==> config.mk <==
export PLATFORM = sky130hd
export DESIGN_NAME = dle_frame_decoder
export DESIGN_NICKNAME = d
export VERILOG_FILES = /design/src/rtl/dfd_pkg.sv /design/src/rtl/dfd_out_reg.sv /design/src/rtl/dle_frame_decoder.sv
export SDC_FILE = /design/constraint.sdc
export NUM_CORES = 1
export LEC_CHECK = 0
export CAP_MARGIN = 0
export CORE_MARGIN = 4
export CORE_UTILIZATION = 60
export DETAILED_ROUTE_END_ITERATION = 10
export DONT_BUFFER_PORTS = 1
export GPL_TIMING_DRIVEN = 1
export MAX_ROUTING_LAYER = met4
export PLACE_DENSITY = 0.82
export SLEW_MARGIN = 20
export SYNTH_ARGS = -nofsm -noshare
export SYNTH_HDL_FRONTEND = slang
export SYNTH_SLANG_ARGS = --single-unit
==> constraint.sdc <==
create_clock -name clk -period 5.2 [get_ports clk]
set_input_delay 0.26 -clock clk [delete_from_list [all_inputs] [get_ports clk]]
set_output_delay 0.26 -clock clk [all_outputs]
set_load 0.03 [all_outputs]
==> src/rtl/dfd_pkg.sv <==
// Shared types and constants for the DLE/STX/ETX frame decoder.
// No dependencies; used by dfd_out_reg and dle_frame_decoder.
`default_nettype none

package dfd_pkg;

  // Framing characters
  localparam logic [7:0] CH_STX = 8'h02;
  localparam logic [7:0] CH_ETX = 8'h03;
  localparam logic [7:0] CH_DLE = 8'h10;

  // Escaped characters that lose the escape offset
  localparam logic [7:0] ESC_STX_CODE = 8'h42;
  localparam logic [7:0] ESC_ETX_CODE = 8'h43;
  localparam logic [7:0] ESC_CR_CODE  = 8'h4D;
  localparam logic [7:0] ESC_OFFSET   = 8'h40;

  // Field widths fixed by the interface
  localparam int unsigned DATA_W  = 8;
  localparam int unsigned DLEN_W  = 16;
  localparam int unsigned RLEN_W  = 18;
  localparam logic [RLEN_W-1:0] READ_MAX = 18'h3FFFF;

  // Result kinds
  typedef enum logic [1:0] {
    KIND_DATA = 2'd0,
    KIND_DONE = 2'd1,
    KIND_FAIL = 2'd2
  } kind_t;

  // One result item
  typedef struct packed {
    kind_t             kind;
    logic [DATA_W-1:0] data;
    logic [DLEN_W-1:0] dlen;
    logic [RLEN_W-1:0] rlen;
  } result_t;

  // True for a byte that is legal after DLE
  function automatic logic is_esc_code(input logic [7:0] b);
    return (b == CH_DLE) || (b == ESC_STX_CODE) || (b == ESC_ETX_CODE) ||
           (b == ESC_CR_CODE);
  endfunction

  // Map a legal escaped byte back to its raw value
  function automatic logic [7:0] unescape(input logic [7:0] b);
    return (b == CH_DLE) ? CH_DLE : (b - ESC_OFFSET);
  endfunction

endpackage

`default_nettype wire

==> src/rtl/dfd_out_reg.sv <==
// One-entry result register for the frame decoder's output channel.
// Depends on dfd_pkg for the result_t record.
`default_nettype none

module dfd_out_reg (
  input  wire logic            clk,
  input  wire logic            rst_n,
  input  wire logic            load,
  input  wire logic            load_has_res,
  input  wire dfd_pkg::result_t load_res,
  output logic                 slot_free,
  input  wire logic            out_ready,
  output logic                 out_valid,
  output dfd_pkg::result_t     out_res
);

  logic             valid_r;
  dfd_pkg::result_t res_r;

  // Free when empty or when the held result leaves this cycle
  assign slot_free = !valid_r || out_ready;

  // Control: load a new result, or drop the taken one
  always_ff @(posedge clk) begin
    if (!rst_n) begin
      valid_r <= 1'b0;
    end else if (load) begin
      valid_r <= load_has_res;
    end else if (out_ready) begin
      valid_r <= 1'b0;
    end
  end

  // Payload: capture only on a new result
  always_ff @(posedge clk) begin
    if (load && load_has_res) begin
      res_r <= load_res;
    end
  end

  assign out_valid = valid_r;
  assign out_res   = res_r;

  // A held result stays put until it is taken
  assert property (@(posedge clk) disable iff (!rst_n)
    valid_r && !out_ready |=> valid_r && $stable(res_r))
    else $error("held result changed before it was taken");

  // Loading is only allowed into a free slot
  assert property (@(posedge clk) disable iff (!rst_n)
    load |-> slot_free)
    else $error("result loaded into an occupied slot");

  // Taken result with no new load empties the slot
  assert property (@(posedge clk) disable iff (!rst_n)
    valid_r && out_ready && !load |=> !valid_r)
    else $error("taken result was not dropped");

endmodule

`default_nettype wire

==> src/rtl/dle_frame_decoder.sv <==
// DLE/STX/ETX byte unstuffing decoder, one encoded byte per request; uses dfd_pkg, dfd_out_reg.
// Output: each result is registered and appears on out_* in the cycle after its byte is accepted.
// Throughput: one byte per cycle; in_ready is low only while a result waits
//   in the output register and out_ready is low.
// Reset (rst_n low, synchronous): phase idle, counts zero, limit 16'hFFFF,
//   output register empty.
`default_nettype none

module dle_frame_decoder #(
  parameter int unsigned LEN_WIDTH = 16
) (
  input  wire logic        clk,
  input  wire logic        rst_n,
  input  wire logic        cfg_wr_en,
  input  wire logic [15:0] cfg_wr_data,
  input  wire logic        in_valid,
  output logic             in_ready,
  input  wire logic [7:0]  in_encoded_byte,
  input  wire logic        in_buffer_end,
  output logic             out_valid,
  input  wire logic        out_ready,
  output logic [1:0]       out_result_kind,
  output logic [7:0]       out_data_byte,
  output logic [15:0]      out_decoded_len,
  output logic [17:0]      out_read_len
);

  typedef enum logic [1:0] {
    PH_IDLE  = 2'd0,
    PH_FRAME = 2'd1,
    PH_ESC   = 2'd2
  } phase_t;

  phase_t                      phase_r, phase_nxt;
  logic [LEN_WIDTH-1:0]        dcnt_r, dcnt_nxt;
  logic [LEN_WIDTH-1:0]        max_len_r;
  logic [dfd_pkg::RLEN_W-1:0]  rcnt_r, rcnt_nxt, rcnt_inc;
  logic                        accept;
  logic                        has_res;
  logic                        open_nxt;
  logic                        have_data;
  logic [7:0]                  data;
  dfd_pkg::result_t            res;
  dfd_pkg::result_t            out_res;

  assign accept   = in_valid && in_ready;
  assign rcnt_inc = (rcnt_r == dfd_pkg::READ_MAX) ? rcnt_r
                                                  : rcnt_r + dfd_pkg::RLEN_W'(1);

  // Decode one byte: next phase, counts and the result it causes
  always_comb begin
    phase_nxt = phase_r;
    dcnt_nxt  = dcnt_r;
    rcnt_nxt  = rcnt_r;
    has_res   = 1'b0;
    open_nxt  = 1'b0;
    have_data = 1'b0;
    data      = '0;
    res       = '{kind: dfd_pkg::KIND_FAIL, data: '0, dlen: '0, rlen: '0};

    unique case (phase_r)
      PH_IDLE: begin
        if (in_encoded_byte != dfd_pkg::CH_STX) begin
          has_res = 1'b1;
        end else begin
          phase_nxt = PH_FRAME;
          dcnt_nxt  = '0;
          rcnt_nxt  = dfd_pkg::RLEN_W'(1);
          open_nxt  = 1'b1;
        end
      end
      PH_FRAME: begin
        if (in_encoded_byte == dfd_pkg::CH_ETX) begin
          has_res   = 1'b1;
          res.kind  = dfd_pkg::KIND_DONE;
          res.dlen  = dfd_pkg::DLEN_W'(dcnt_r);
          res.rlen  = rcnt_inc;
          phase_nxt = PH_IDLE;
          dcnt_nxt  = '0;
          rcnt_nxt  = '0;
        end else if (dcnt_r >= max_len_r || in_encoded_byte == dfd_pkg::CH_STX) begin
          has_res   = 1'b1;
          phase_nxt = PH_IDLE;
          dcnt_nxt  = '0;
          rcnt_nxt  = '0;
        end else begin
          rcnt_nxt = rcnt_inc;
          open_nxt = 1'b1;
          if (in_encoded_byte == dfd_pkg::CH_DLE) begin
            phase_nxt = PH_ESC;
          end else begin
            have_data = 1'b1;
            data      = in_encoded_byte;
          end
        end
      end
      PH_ESC: begin
        if (dfd_pkg::is_esc_code(in_encoded_byte)) begin
          have_data = 1'b1;
          data      = dfd_pkg::unescape(in_encoded_byte);
          rcnt_nxt  = rcnt_inc;
          phase_nxt = PH_FRAME;
          open_nxt  = 1'b1;
        end else begin
          has_res   = 1'b1;
          phase_nxt = PH_IDLE;
          dcnt_nxt  = '0;
          rcnt_nxt  = '0;
        end
      end
      default: begin
        has_res   = 1'b1;
        phase_nxt = PH_IDLE;
        dcnt_nxt  = '0;
        rcnt_nxt  = '0;
      end
    endcase

    // Count decoded bytes
    if (have_data) begin
      dcnt_nxt = dcnt_r + LEN_WIDTH'(1);
    end

    // Buffer ended with the frame still open: fail instead of data
    if (open_nxt) begin
      if (in_buffer_end) begin
        has_res   = 1'b1;
        phase_nxt = PH_IDLE;
        dcnt_nxt  = '0;
        rcnt_nxt  = '0;
      end else if (have_data) begin
        has_res   = 1'b1;
        res.kind  = dfd_pkg::KIND_DATA;
        res.data  = data;
      end
    end
  end

  // Phase and counters advance on each accepted request
  always_ff @(posedge clk) begin
    if (!rst_n) begin
      phase_r <= PH_IDLE;
      dcnt_r  <= '0;
      rcnt_r  <= '0;
    end else if (accept) begin
      phase_r <= phase_nxt;
      dcnt_r  <= dcnt_nxt;
      rcnt_r  <= rcnt_nxt;
    end
  end

  // Length limit register
  always_ff @(posedge clk) begin
    if (!rst_n) begin
      max_len_r <= LEN_WIDTH'(16'hFFFF);
    end else if (cfg_wr_en) begin
      max_len_r <= LEN_WIDTH'(cfg_wr_data);
    end
  end

  dfd_out_reg u_out_reg (
    .clk          (clk),
    .rst_n        (rst_n),
    .load         (accept),
    .load_has_res (has_res),
    .load_res     (res),
    .slot_free    (in_ready),
    .out_ready    (out_ready),
    .out_valid    (out_valid),
    .out_res      (out_res)
  );

  assign out_result_kind = out_res.kind;
  assign out_data_byte   = out_res.data;
  assign out_decoded_len = out_res.dlen;
  assign out_read_len    = out_res.rlen;

  // Idle means no frame is counted
  assert property (@(posedge clk) disable iff (!rst_n)
    phase_r == PH_IDLE |-> dcnt_r == '0 && rcnt_r == '0)
    else $error("counts not cleared while idle");

  // An open frame has read at least its STX
  assert property (@(posedge clk) disable iff (!rst_n)
    phase_r != PH_IDLE |-> rcnt_r != '0)
    else $error("open frame with zero read count");

  // Only a completed frame carries lengths
  assert property (@(posedge clk) disable iff (!rst_n)
    out_valid && out_result_kind != dfd_pkg::KIND_DONE |->
      out_decoded_len == '0 && out_read_len == '0)
    else $error("lengths on a non-complete result");

  // STX right after DLE fails the frame
  assert property (@(posedge clk) disable iff (!rst_n)
    accept && phase_r == PH_ESC && in_encoded_byte == dfd_pkg::CH_STX |=>
      out_valid && out_result_kind == dfd_pkg::KIND_FAIL && phase_r == PH_IDLE)
    else $error("escaped STX did not fail the frame");

endmodule

`default_nettype wire
# Yosys cells after proc, flatten, opt, wreduce, memory -nomap -nowiden

Cells that the tools add are included.

Eq/ne operators: 10
Bitwise operators: 2
Add/subtract/negate cells: 3
Reductions and logical operators: 12
$lt $le $gt $ge: 1
Multiplexer cells: 54

Operators with widths:

| cell                                                                | count |
|---|---|
| 18-bit two-way mux                                                  | 7 |
| 16-bit two-way mux                                                  | 7 |
| 18-bit case mux with 3 select lines                                 | 1 |
| 16-bit case mux with 3 select lines                                 | 1 |
| 8-bit two-way mux                                                   | 5 |
| 10-bit two-way mux                                                  | 3 |
| 8-bit by 7-bit == test with 1-bit output (second input constant)    | 3 |
| 18-bit by 1-bit adder with 18-bit output (second input constant)    | 1 |
| 18-bit == test (second input constant)                              | 1 |
| 1-bit two-way mux                                                   | 17 |
| 16-bit by 1-bit adder with 16-bit output (second input constant)    | 1 |
| 8-bit by 2-bit == test with 1-bit output (second input constant)    | 2 |
| 16-bit >= comparator                                                | 1 |
| 2-bit two-way mux                                                   | 8 |
| 8-bit case mux with 2 select lines                                  | 1 |
| 8-bit by 5-bit == test with 1-bit output (second input constant)    | 1 |
| 8-bit by 2-bit != test with 1-bit output (second input constant)    | 1 |
| 8-bit by 7-bit subtractor with 8-bit output (second input constant) | 1 |
| 1-bit case mux with 3 select lines                                  | 2 |
| 2-bit case mux with 3 select lines                                  | 1 |
| 1-bit logical OR                                                    | 5 |
| 3-bit OR reduction                                                  | 1 |
| 2-bit by 1-bit == test with 1-bit output (second input constant)    | 1 |
| 2-bit == test (second input constant)                               | 1 |
| other kinds (7)                                                     | 9 |

Logic and storage cells: 91
Input port bits: 30
Output and inout bits: 46
Register bits after elaboration: 97

# Logic depth before layout (Yosys ltp)

Gate-level depths: netlist of the first run.

Depth after elaboration: 10
Gate-level depth with buffers: 11
Gate-level depth less buffers: 9

# Modules after synthesis

Synthesis of the first run repeated with hierarchy kept, for this count alone.

Cell total of the unflattened synthesis: 562
Area total of the unflattened synthesis: 5422.7 um^2

Modules (own cells, without submodules):

| module            | instances | cells each | sequential area each (um^2) | area an instance (um^2) |
|---|---|---|---|---|
| dle_frame_decoder | 1         | 513        | 1041.0                      | 4050.1 |
| dfd_out_reg       | 1         | 49         | 1341.3                      | 1372.6 |

# Least setup slack after synthesis of the first run

Ideal clock, no wire load.

Path type: register to register
From: register dcnt_r[1]
To: register u_out_reg.res_r, in the netlist u_out_reg.out_res[0] (enable)
Setup time: 0.445 ns
Path buffers: 1
Required time: 4.755 ns
Cell stages (with the launch flop): 10
Clock period less this slack: 4.276 ns
Arrival: 3.830 ns
Path slack: 0.924 ns
Cells stage by stage: dfxtp_1 > ha_1 > nor2b_1 > o211a_1 > o311ai_2 > nand4b_1 > o21ai_1 > buf_2 > o21ai_1 > nor2_1

Word-level cells in the longest chain between the ends: 9
Elaborated cells on any way between the ends: 15
Classes of those cells: 1 x order compare; 12 x mux; 2 x reduce/logical

RTL lines:

| what                                                                                     | RTL line                 | source |
|---|---|---|
| from (decl)                                                                              | dle_frame_decoder.sv:35  | `logic [LEN_WIDTH-1:0] dcnt_r, dcnt_nxt;` |
| from (signal assigned)                                                                   | dle_frame_decoder.sv:147 | `dcnt_r <= dcnt_nxt;` |
| 16-bit >= comparator (*)                                                                 | dle_frame_decoder.sv:81  | `end else if (dcnt_r >= max_len_r \|\| in_encoded_byte == dfd_pkg::CH_STX) begin` |
| 1-bit logical OR (*)                                                                     | dle_frame_decoder.sv:81  |  |
| 1-bit two-way mux                                                                        | dle_frame_decoder.sv:81  |  |
| 1-bit two-way mux                                                                        | dle_frame_decoder.sv:73  | `if (in_encoded_byte == dfd_pkg::CH_ETX) begin` |
| 1-bit case mux with 3 select lines or 1-bit case mux with 2 select lines (tied branches) | dle_frame_decoder.sv:61  | `unique case (phase_r)` |
| 1-bit two-way mux                                                                        | dle_frame_decoder.sv:131 | `end else if (have_data) begin` |
| 1-bit two-way mux                                                                        | dle_frame_decoder.sv:126 | `if (in_buffer_end) begin` |
| 1-bit two-way mux (*)                                                                    | dle_frame_decoder.sv:125 | `if (open_nxt) begin` |
| 1-bit logical AND (*)                                                                    | dfd_out_reg.sv:36        | `if (load && load_has_res) begin` |
| to (signal assigned)                                                                     | dfd_out_reg.sv:37        | `res_r <= load_res;` |
| to (decl)                                                                                | dfd_out_reg.sv:18        | `dfd_pkg::result_t res_r;` |

Every way passes the cells marked *; elsewhere a longest branch is shown, timed or not.
A chain may end at the register's enable or synchronous reset.

# Final worst setup path of the first run

From: register dcnt_r[0]
To: register u_out_reg.res_r, in the netlist u_out_reg.out_res[37] (enable)

The elaborated chain is that of the path after synthesis.

==> results.py, run 1 <==
metrics = {
    "placed_design": {
        "gpl.final_weighted_congestion": 0.9581,
        "place.detailed.instances": 658,
        "placement.setup.worst_slack_ps": 1724,
        "placed_wire_length_estimate_after_detailed_placement_microns": 8987,
        "io_buffers": 0,
    },
    "global_routing": {
        "groute.layer.met2.usage_pct": 36.33,
        "number_of_global_route_vias_before_repair": 4119,
        "antenna_found_initial": 0,
        "grt.total_usage_pct": 25.63,
        "grt.overflow.total": 0,
        "wire_length_of_the_first_global_routing_pass_microns": 20560,
        "grt.met3_usage_pct": 7.577,
        "grt_max_degree": 40,
        "grt_use_met1_pct": 35.25,
        "grt-busiest-layer": "met2",
    },
    "drt": {
        "drt_iter0_markers": 377,
        "drt_pass1_iterations": 5,
        "postRouteAntennaNets": 0,
        "via_count": 4386,
        "detail_route.wirelength_microns": 12680,
        "post_drt_wl_per_cell_microns": 18.65,
        "route.detailed.drc": 0,
        "detail_route.vias_per_cell": 6.450,
    },
    "synth": {
        "synth_top_cell_by_area": "edfxtp_1",
        "dominant_cells_by_area_after_synthesis": "edfxtp_1 25%, dfxtp_1 20%, nand2_1 5.9%",
        "synth-warning-count": 0,
        "ys_async_sr_fraction_pct": 0,
        "post_synthesis_instance_area_sq_um": 5345,
        "post_synth_num_cell_types": 68,
        "post_synth_inst_count": 573,
        "synth-edff-count": 44,
        "syn_area_per_cell_sq_um": 9.328,
        "post-synth-top-count-cell": "nand2_1",
        "synth_top_area_share_pct": 24.72,
        "yosysSeqAreaShare_pct": 44.57,
        "postSynthNetCount": 627,
        "cell_types_with_the_highest_counts_after_synthesis": "84 x nand2_1, 53 x dfxtp_1, 50 x nor2_1",
        "postSynth.topFlopCell": "dfxtp_1",
        "ys_seq_elements": 97,
    },
    "final_layout": {
        "layout-drive-gt1-share_pct": 6.993,
        "layout-area-overhead-vs-synth_pct": 4.963,
        "post_layout_nonfiller_instances": 680,
        "design.final.nets": 621,
        "antenna_cells_inserted": 0,
    },
    "timing": {
        "postLayoutSetupSlackWorst_ps": 1658,
        "timing.final.max_slew_violations": 0,
        "max_freq_ghz": 0.2823,
        "period_minus_slack_ps": 3542,
        "setup_violations": 0,
        "timing.final.crit_share_pct": 68.11,
        "worst_clock_skew_ps": 16.33,
        "setup_total_negative_slack_ps": 0,
        "final-hold-violation-count": 0,
        "rsz_0062_raised_after_global_routing": "false",
        "tightestPinTransition_ps": 937.3,
        "slew_headroom_pct": 37.09,
    },
    "clocking": {
        "hold_buffers": 2,
        "cts-buffers-inserted": 9,
        "maximum_root_to_sink_buffer_count": 2,
        "cts_setup_buffers": 0,
        "cts_resized": 0,
        "cts_sinks": 97,
        "insertion_delay_ps": 370,
        "cts_root_buffer": "clkbuf_8",
        "cts.reportedPaths.clkPinSlew_ps": 100,
        "cts_tree": "yes",
        "cts.htree.levels": 3,
    },
    "setup_path": {
        "critical_path_cell_count": 10,
        "crit_path_top_delay_cell": "nand4b_1",
        "critical_path_buf_inv_count": 2,
        "worst-endpoint-required_ps": 5220,
        "critical_path.max_fanout": 39,
        "crit_chain": "inv_1 > ha_1 > a31oi_1 > nor2b_1 > o311ai_2 > nand4b_1 > o21ai_2 > o21ai_1 > nor2_4 > buf_4",
        "critPathLaunchType": "flip-flop",
        "criticalPathCategory": "reg -> reg",
        "worst_setup_end_kind": "flip-flop",
        "worstPathArrival_ps": 3560,
        "timing.reg2reg.worst_path_depth": 10,
        "critPathMaxStageDelay_ps": 620,
        "timing.critical_path.max_delay_family": "compound AO/OA/AOI/OAI gates",
    },
    "power_and_ir_drop": {
        "irDropWorstVdd_mv": 0.1702,
        "cellLeakagePower_nw": 2.081,
        "p_per_area_nw_per_um2": 248.8,
    },
    "die": {
        "fp.dieH_microns": 102.4,
        "dieArea_sq_um": 10480,
        "initial_utilization_pct": 61.59,
        "cell_rows": 34,
        "core_region_sq_um": 8678,
        "io-pin-count": 76,
        "die_x_microns": 102.4,
    },
    "outcome": {
        "run_status": "finished clean",
    },
    "worst_hold_path": {
        "holdCritPathClass": "in -> reg",
        "hold_depth": 1,
    },
    "flow_run": {
        "number_of_max_cap_violations": 0,
    },
}
[metal layers]
layer / vias up / wire length, microns
met3: 21 / 1402
li1: 2079 / -
met4: 0 / 140
met2: 243 / 5567
met1: 2043 / 5572
met5: - / 0
[cell usage in the layout (no fill, tap or decap), types with 7 or more instances in the layout]
| cell type | count |
|---|---|
| a21oi_1 | 26 |
| a32oi_1 | 13 |
| and2_1 | 21 |
| and3_1 | 8 |
| clkbuf_8 | 9 |
| dfxtp_1 | 53 |
| edfxtp_1 | 44 |
| ha_1 | 24 |
| inv_1 | 27 |
| mux2i_1 | 14 |
| nand2_1 | 84 |
| nand3_1 | 17 |
| nand4_1 | 7 |
| nor2_1 | 49 |
| nor3_1 | 7 |
| o211ai_1 | 19 |
| o21ai_0 | 12 |
| o21ai_1 | 17 |
| o31ai_1 | 8 |
[metrics by stage]
| step | power, W | hold slack (ps) | cell area (sq um) | util [%] |
|---|---|---|---|---|
| final | 0.001396 | 5.106 | 5610 | 64.65 |
| after global routing | 0.001447 | 1.480 | 5610 | 64.65 |
| after CTS | 0.001394 | 0.8862 | 5569 | 64.17 |
| after detailed placement | 0.0009614 | 329.8 | 5380 | 62.00 |
| after global placement | 0.0009575 | 325.4 | 5380 | 62.00 |
| after floorplan | 0.0009469 | 386.2 | 5345 | - |
[power by group]
part / internal (W) / switching, W / total (W)
Combinational: 0.0000250 / 0.0000552 / 0.0000802
Clock: 0.000175 / 0.000270 / 0.000445
Sequential: 0.000824 / 0.0000469 / 0.000871
Total: 0.00102 / 0.000372 / 0.00140
[sequential cells by signal, indices dropped and copies added (netlist names)]
name	cells
u_out_reg.out_res	44
max_len_r	16
dcnt_r	16
phase_r	2
u_out_reg.out_valid	1
rcnt_r	18
[final timing paths]
path                                    from                    end  slack [ps]
worst min register to register  max_len_r[2]           max_len_r[2]         500
worst max-delay path               dcnt_r[0]  u_out_reg.out_res[37]        1660
worst min-delay path               cfg_wr_en          max_len_r[10]           5
worst max register to register     dcnt_r[0]  u_out_reg.out_res[37]        1660
[cell families (layout without fill, tap and decap cells)]
family,Yosys count,after routing,synth area share [%]
and+or+nand+nor,232,232,21.49
adders and majority gates,24,24,5.618
xor gates and xnor gates,12,12,1.966
buffers and inverters,55,54,4.611
AOI/OAI and AO/OA,139,139,19.13
DFF,97,97,44.57
muxes,14,14,2.622
[final cells by class]
cell class,instances,area [sq um]
Clock buffer,10,127.6
Clock inverter,6,41.29
Fill cell,690,3068
Inverter,28,105.1
Multi-Input combinational cell,421,2728
Sequential cell,97,2382
Tap cell,108,135.1
Timing Repair Buffer,10,91.34
[worst reg2reg max path, stage by stage, from the launching register on]
cell	delay, ps
dfxtp_1	430
inv_1	120
ha_1	310
a31oi_1	160
nor2b_1	80
o311ai_2	270
nand4b_1	620
o21ai_2	390
o21ai_1	160
nor2_4	210
buf_4	440
Note: power is estimated with default switching activity, not from simulation.
==> run 2: changes to the inputs <==
==> constraint.sdc (replaced) <==
create_clock -name clk -period 3.4 [get_ports clk]
set_input_delay 0.17 -clock clk [delete_from_list [all_inputs] [get_ports clk]]
set_output_delay 0.17 -clock clk [all_outputs]
set_load 0.03 [all_outputs]
==> results.py, run 2 (synthesis results as in run 1) <==
metrics = {
    "drt": {
        "drt_pass1_iterations": 5,
        "post_drt_wl_per_cell_microns": 18.73,
        "postRouteAntennaNets": 0,
        "via_count": 4527,
        "detail_route.vias_per_cell": 6.403,
        "route.detailed.drc": 0,
        "detail_route.wirelength_microns": 13240,
        "drt_iter0_markers": 442,
    },
    "setup_path": {
        "worstPathArrival_ps": 3120,
        "worst_setup_end_kind": "flip-flop",
        "critPathLaunchType": "flip-flop",
        "timing.critical_path.max_delay_family": "simple AND/OR/NAND/NOR gates",
        "timing.reg2reg.worst_path_depth": 9,
        "critical_path_cell_count": 9,
        "crit_chain": "ha_1 > nor2b_1 > o211a_1 > o311ai_2 > nand4b_1 > o21ai_2 > o21ai_1 > nor2_4 > buf_16",
        "critical_path.max_fanout": 24,
        "critical_path_buf_inv_count": 1,
        "critPathMaxStageDelay_ps": 580,
        "criticalPathCategory": "reg -> reg",
        "crit_path_top_delay_cell": "nor2_4",
        "worst-endpoint-required_ps": 3500,
    },
    "die": {
        "io-pin-count": 76,
        "core_region_sq_um": 8678,
        "cell_rows": 34,
        "die_x_microns": 102.4,
        "dieArea_sq_um": 10480,
        "initial_utilization_pct": 61.59,
        "fp.dieH_microns": 102.4,
    },
    "final_layout": {
        "antenna_cells_inserted": 0,
        "mostFrequentLayoutCells": "84 x nand2_1, 53 x dfxtp_1, 49 x nor2_1, 44 x edfxtp_1, 27 x inv_1",
        "largest_reg_flops": 44,
        "layout-drive-gt1-share_pct": 8.681,
        "layout-area-overhead-vs-synth_pct": 10.86,
        "design.final.nets": 648,
        "sequential_cell_area_sq_um": 2382,
        "multi_input_area_sq_um": 2728,
        "fill_count": 652,
        "layout.cells.most_common": "nand2_1",
    },
    "timing": {
        "final-hold-violation-count": 1,
        "finalHoldWorstSlack_ps": -1.580,
        "worst_clock_skew_ps": 14.42,
        "timing.final.max_slew_violations": 0,
        "slew_headroom_pct": 38.63,
        "period_minus_slack_ps": 3015,
        "timing.final.crit_share_pct": 88.68,
        "setup_violations": 0,
        "postLayoutSetupSlackWorst_ps": 384.9,
        "rsz_0062_raised_after_global_routing": "false",
        "max_freq_ghz": 0.3317,
        "setup_total_negative_slack_ps": 0,
        "tightestPinTransition_ps": 917.5,
    },
    "global_routing": {
        "grt.overflow.total": 0,
        "grt-busiest-layer": "met2",
        "antenna_found_initial": 0,
        "grt.met3_usage_pct": 6.212,
        "grt_max_degree": 45,
        "wire_length_of_the_first_global_routing_pass_microns": 21180,
        "grt_use_met1_pct": 37.22,
        "grt.total_usage_pct": 26.66,
        "groute.layer.met2.usage_pct": 38.28,
        "number_of_global_route_vias_before_repair": 4116,
    },
    "placed_design": {
        "gpl.final_weighted_congestion": 0.9204,
        "placed_wire_length_estimate_after_detailed_placement_microns": 9138,
        "placement.setup.worst_slack_ps": 246.7,
        "io_buffers": 0,
    },
    "outcome": {
        "failed_checks": "negative hold slack",
        "run_status": "complete, but fails checks",
    },
    "clocking": {
        "cts_setup_buffers": 0,
        "cts_sinks": 97,
        "cts.htree.levels": 3,
        "cts.reportedPaths.clkPinSlew_ps": 100,
        "cts_root_buffer": "clkbuf_8",
        "maximum_root_to_sink_buffer_count": 2,
        "insertion_delay_ps": 380,
        "cts_tree": "yes",
        "cts-buffers-inserted": 9,
    },
    "worst_hold_path": {
        "holdCritPathClass": "in -> reg",
        "hold_depth": 1,
    },
    "power_and_ir_drop": {
        "irDropWorstVdd_mv": 0.2718,
        "p_per_area_nw_per_um2": 389.6,
        "cellLeakagePower_nw": 2.230,
    },
    "flow_run": {
        "number_of_max_cap_violations": 0,
    },
}
## run 2: cell types whose count changed in the layout (fill, tap and decap cells not counted), moves of 2 or more
cell           change
dlygate4sd3_1     +18
buf_4              +9
inv_8              +3
clkinv_1           -2
## run 2: through the flow
stage          area [sq um]  hold slack, ps  power [W]  utilization (%)  instances
4_1_cts                5898           1.240   0.002307            67.96        706
3_3_place_gp           5448           236.0   0.001465            62.77        667
6_report               5926          -1.580   0.002309            68.28        707
2_1_floorplan          5353           296.2   0.001448                -        573
5_1_grt                5926          0.1558   0.002382            68.28        707
3_5_place_dp           5448           238.1   0.001471            62.77        667
## run 2: path summary, 6_finish.rpt
path | start | endpoint | slack, ps
max | dcnt_r[1] | u_out_reg.out_res[27] | 380
min | in_encoded_byte[3] | u_out_reg.out_res[37] | -2
max reg2reg | dcnt_r[1] | u_out_reg.out_res[27] | 380
min reg2reg | max_len_r[8] | max_len_r[8] | 490
## run 2: per-layer routing
layer  wire (microns)  up-vias
met5                0        -
met3             1385       32
met2             5848      259
met1             5769     2109
met4              238        0
li1                 -     2127
## run 2: worst reg2reg max path, stage by stage (launching register included)
cell	delay, ps
dfxtp_1	360
ha_1	320
nor2b_1	140
o211a_1	220
o311ai_2	340
nand4b_1	200
o21ai_2	190
o21ai_1	140
nor2_4	580
buf_16	260
## run 2: repair_timing
action	4_1_cts	5_1_grt
hold buffers	23	0
resized for setup	0	0
hold endpoints to repair	23	0
## run 2: cell type report
cell class,instances,area share (%)
clock buffers,9,2.090
clock inverters,7,1.626
inverters,28,1.774
multi-input cells,421,46.03
flip-flops and latches,97,40.20
well taps,108,2.280
repair buffers,37,5.997
## run 2: where the power goes
group	internal, W	switching [W]	leakage (nW)
registers	0.00126	0.0000712	0.864
logic	0.0000563	0.0000924	1.26
clock network	0.000364	0.000464	0.109
==> run 3: changes to the inputs <==
--- a/config.mk
+++ b/config.mk
@@ -8,11 +8,13 @@
 export CAP_MARGIN = 0
 export CORE_MARGIN = 4
 export CORE_UTILIZATION = 60
+export CTS_BUF_LIST = sky130_fd_sc_hd__clkbuf_16
 export DETAILED_ROUTE_END_ITERATION = 10
 export DONT_BUFFER_PORTS = 1
 export GPL_TIMING_DRIVEN = 1
 export MAX_ROUTING_LAYER = met4
 export PLACE_DENSITY = 0.82
+export SKIP_CTS_REPAIR_TIMING = 1
 export SLEW_MARGIN = 20
 export SYNTH_ARGS = -nofsm -noshare
 export SYNTH_HDL_FRONTEND = slang
==> results.py, run 3 (synthesis results as in run 1) <==
metrics = {
    "placed_design": {
        "gpl.final_weighted_congestion": 0.9204,
        "placed_wire_length_estimate_after_detailed_placement_microns": 9138,
        "detailed_place.area_sq_um": 5448,
        "io_buffers": 0,
    },
    "die": {
        "die_x_microns": 102.4,
        "io-pin-count": 76,
        "core_region_sq_um": 8678,
        "initial_utilization_pct": 61.59,
        "cell_rows": 34,
        "dieArea_sq_um": 10480,
        "fp.dieH_microns": 102.4,
    },
    "global_routing": {
        "number_of_global_route_vias_before_repair": 4058,
        "grt.overflow.total": 0,
        "grt.total_usage_pct": 26.28,
        "antenna_found_initial": 0,
        "wire_length_of_the_first_global_routing_pass_microns": 20890,
        "grt_max_degree": 45,
    },
    "timing": {
        "tightestPinTransition_ps": 904.2,
        "max_freq_ghz": 0.3308,
        "period_minus_slack_ps": 3023,
        "worst_clock_skew_ps": 6.031,
        "setup_total_negative_slack_ps": 0,
        "rsz_0062_raised_after_global_routing": "false",
        "slew_headroom_pct": 39.52,
        "timing.final.crit_share_pct": 88.91,
        "timing.final.max_slew_violations": 0,
        "finalHoldWorstSlack_ps": -10.43,
        "final-hold-violation-count": 2,
        "setup_violations": 0,
    },
    "clocking": {
        "maximum_root_to_sink_buffer_count": 2,
        "cts_sinks": 97,
        "cts.htree.levels": 3,
        "cts_tree": "yes",
        "cts-buffers-inserted": 9,
        "cts.reportedPaths.clkPinSlew_ps": 70,
        "cts_root_buffer": "clkbuf_16",
        "insertion_delay_ps": 350,
    },
    "setup_path": {
        "critPathMaxStageDelay_ps": 590,
        "critical_path.max_fanout": 24,
        "crit_chain": "ha_1 > nor2b_1 > o211a_1 > o311ai_2 > nand4b_1 > o21ai_2 > o21ai_1 > nor2_4 > buf_16",
        "worst_setup_end_kind": "flip-flop",
        "worst-endpoint-required_ps": 3460,
        "worstPathArrival_ps": 3080,
        "criticalPathCategory": "reg -> reg",
        "critPathLaunchType": "flip-flop",
        "crit_path_top_delay_cell": "nor2_4",
    },
    "final_layout": {
        "layout-drive-gt1-share_pct": 8.739,
        "final_area_sq_um": 5987,
        "final_core_utilization_pct": 68.99,
        "layout.cells.most_common": "nand2_1",
        "layout-area-overhead-vs-synth_pct": 12.01,
        "fill_count": 634,
        "mostFrequentLayoutCells": "84 x nand2_1, 53 x dfxtp_1, 49 x nor2_1, 44 x edfxtp_1, 27 x inv_1",
        "largest_reg_flops": 44,
        "design.final.nets": 644,
        "antenna_cells_inserted": 0,
    },
    "drt": {
        "post_drt_wl_per_cell_microns": 19.20,
        "drt_iter0_markers": 383,
        "postRouteAntennaNets": 0,
        "via_count": 4541,
        "drt_pass1_iterations": 6,
        "route.detailed.drc": 0,
        "detail_route.vias_per_cell": 6.459,
        "detail_route.wirelength_microns": 13500,
    },
    "worst_hold_path": {
        "holdCritPathClass": "in -> reg",
    },
    "outcome": {
        "run_status": "complete, but fails checks",
        "failed_checks": "negative hold slack",
    },
    "flow_run": {
        "number_of_max_cap_violations": 0,
    },
    "power_and_ir_drop": {
        "p_per_area_nw_per_um2": 428.4,
        "irDropWorstVdd_mv": 0.3044,
        "cellLeakagePower_nw": 2.259,
    },
}
-- run 3: worst paths after layout --
kind	start	end	slack [ps]	cells after the start
setup / recovery	dcnt_r[1]	u_out_reg.out_res[19]	380	9
hold reg to reg	max_len_r[8]	max_len_r[8]	480	2
setup reg to reg	dcnt_r[1]	u_out_reg.out_res[19]	380	9
hold / removal	rst_n	rcnt_r[16]	-10	2
-- run 3: metrics by stage --
step / setup WS [ps] / std cells / total power, W
2_1_floorplan: 318.8 / 573 / 0.001448
3_3_place_gp: 369.3 / 667 / 0.001465
3_5_place_dp: 246.7 / 667 / 0.001471
4_1_cts: 217.3 / 683 / 0.002545
5_1_grt: 170.1 / 703 / 0.002636
6_report: 377.1 / 703 / 0.002565
-- run 3: worst max-delay path: cells and delay by family (launching register included) --
family	cells	cell delay [ps]
and+or+nand+nor	3	930
adders and majority gates	1	320
buffers and inverters	1	240
AOI/OAI and AO/OA	4	870
DFF	1	350
-- run 3: area by class of cell --
class                      count  area (sq um)  share of cell area, %
timing repair buffer          33         315.3                  5.266
clock buffer                   9         225.2                  3.762
clock inverter                 7         96.34                  1.609
multi-input combinational    421          2728                  45.56
sequential                    97          2382                  39.79
inverter                      28         105.1                  1.755
tap                          108         135.1                  2.257
-- run 3: routing by layer --
metal  vias up  wire [microns]  share of wire, %  track usage, %
met5         -               0                 0               -
li1       2131               -                 -               -
met3        27            1510                11           5.324
met1      2107            5728                42           36.92
met4         0             223               1.7           9.183
met2       276            6033                45           37.78
-- run 3: where the power goes --
part	switching, W	internal [W]	total, W	leakage (nW)
logic	0.0000926	0.0000535	0.000146	1.24
clock network	0.000492	0.000595	0.00109	0.155
registers	0.0000711	0.00126	0.00133	0.864
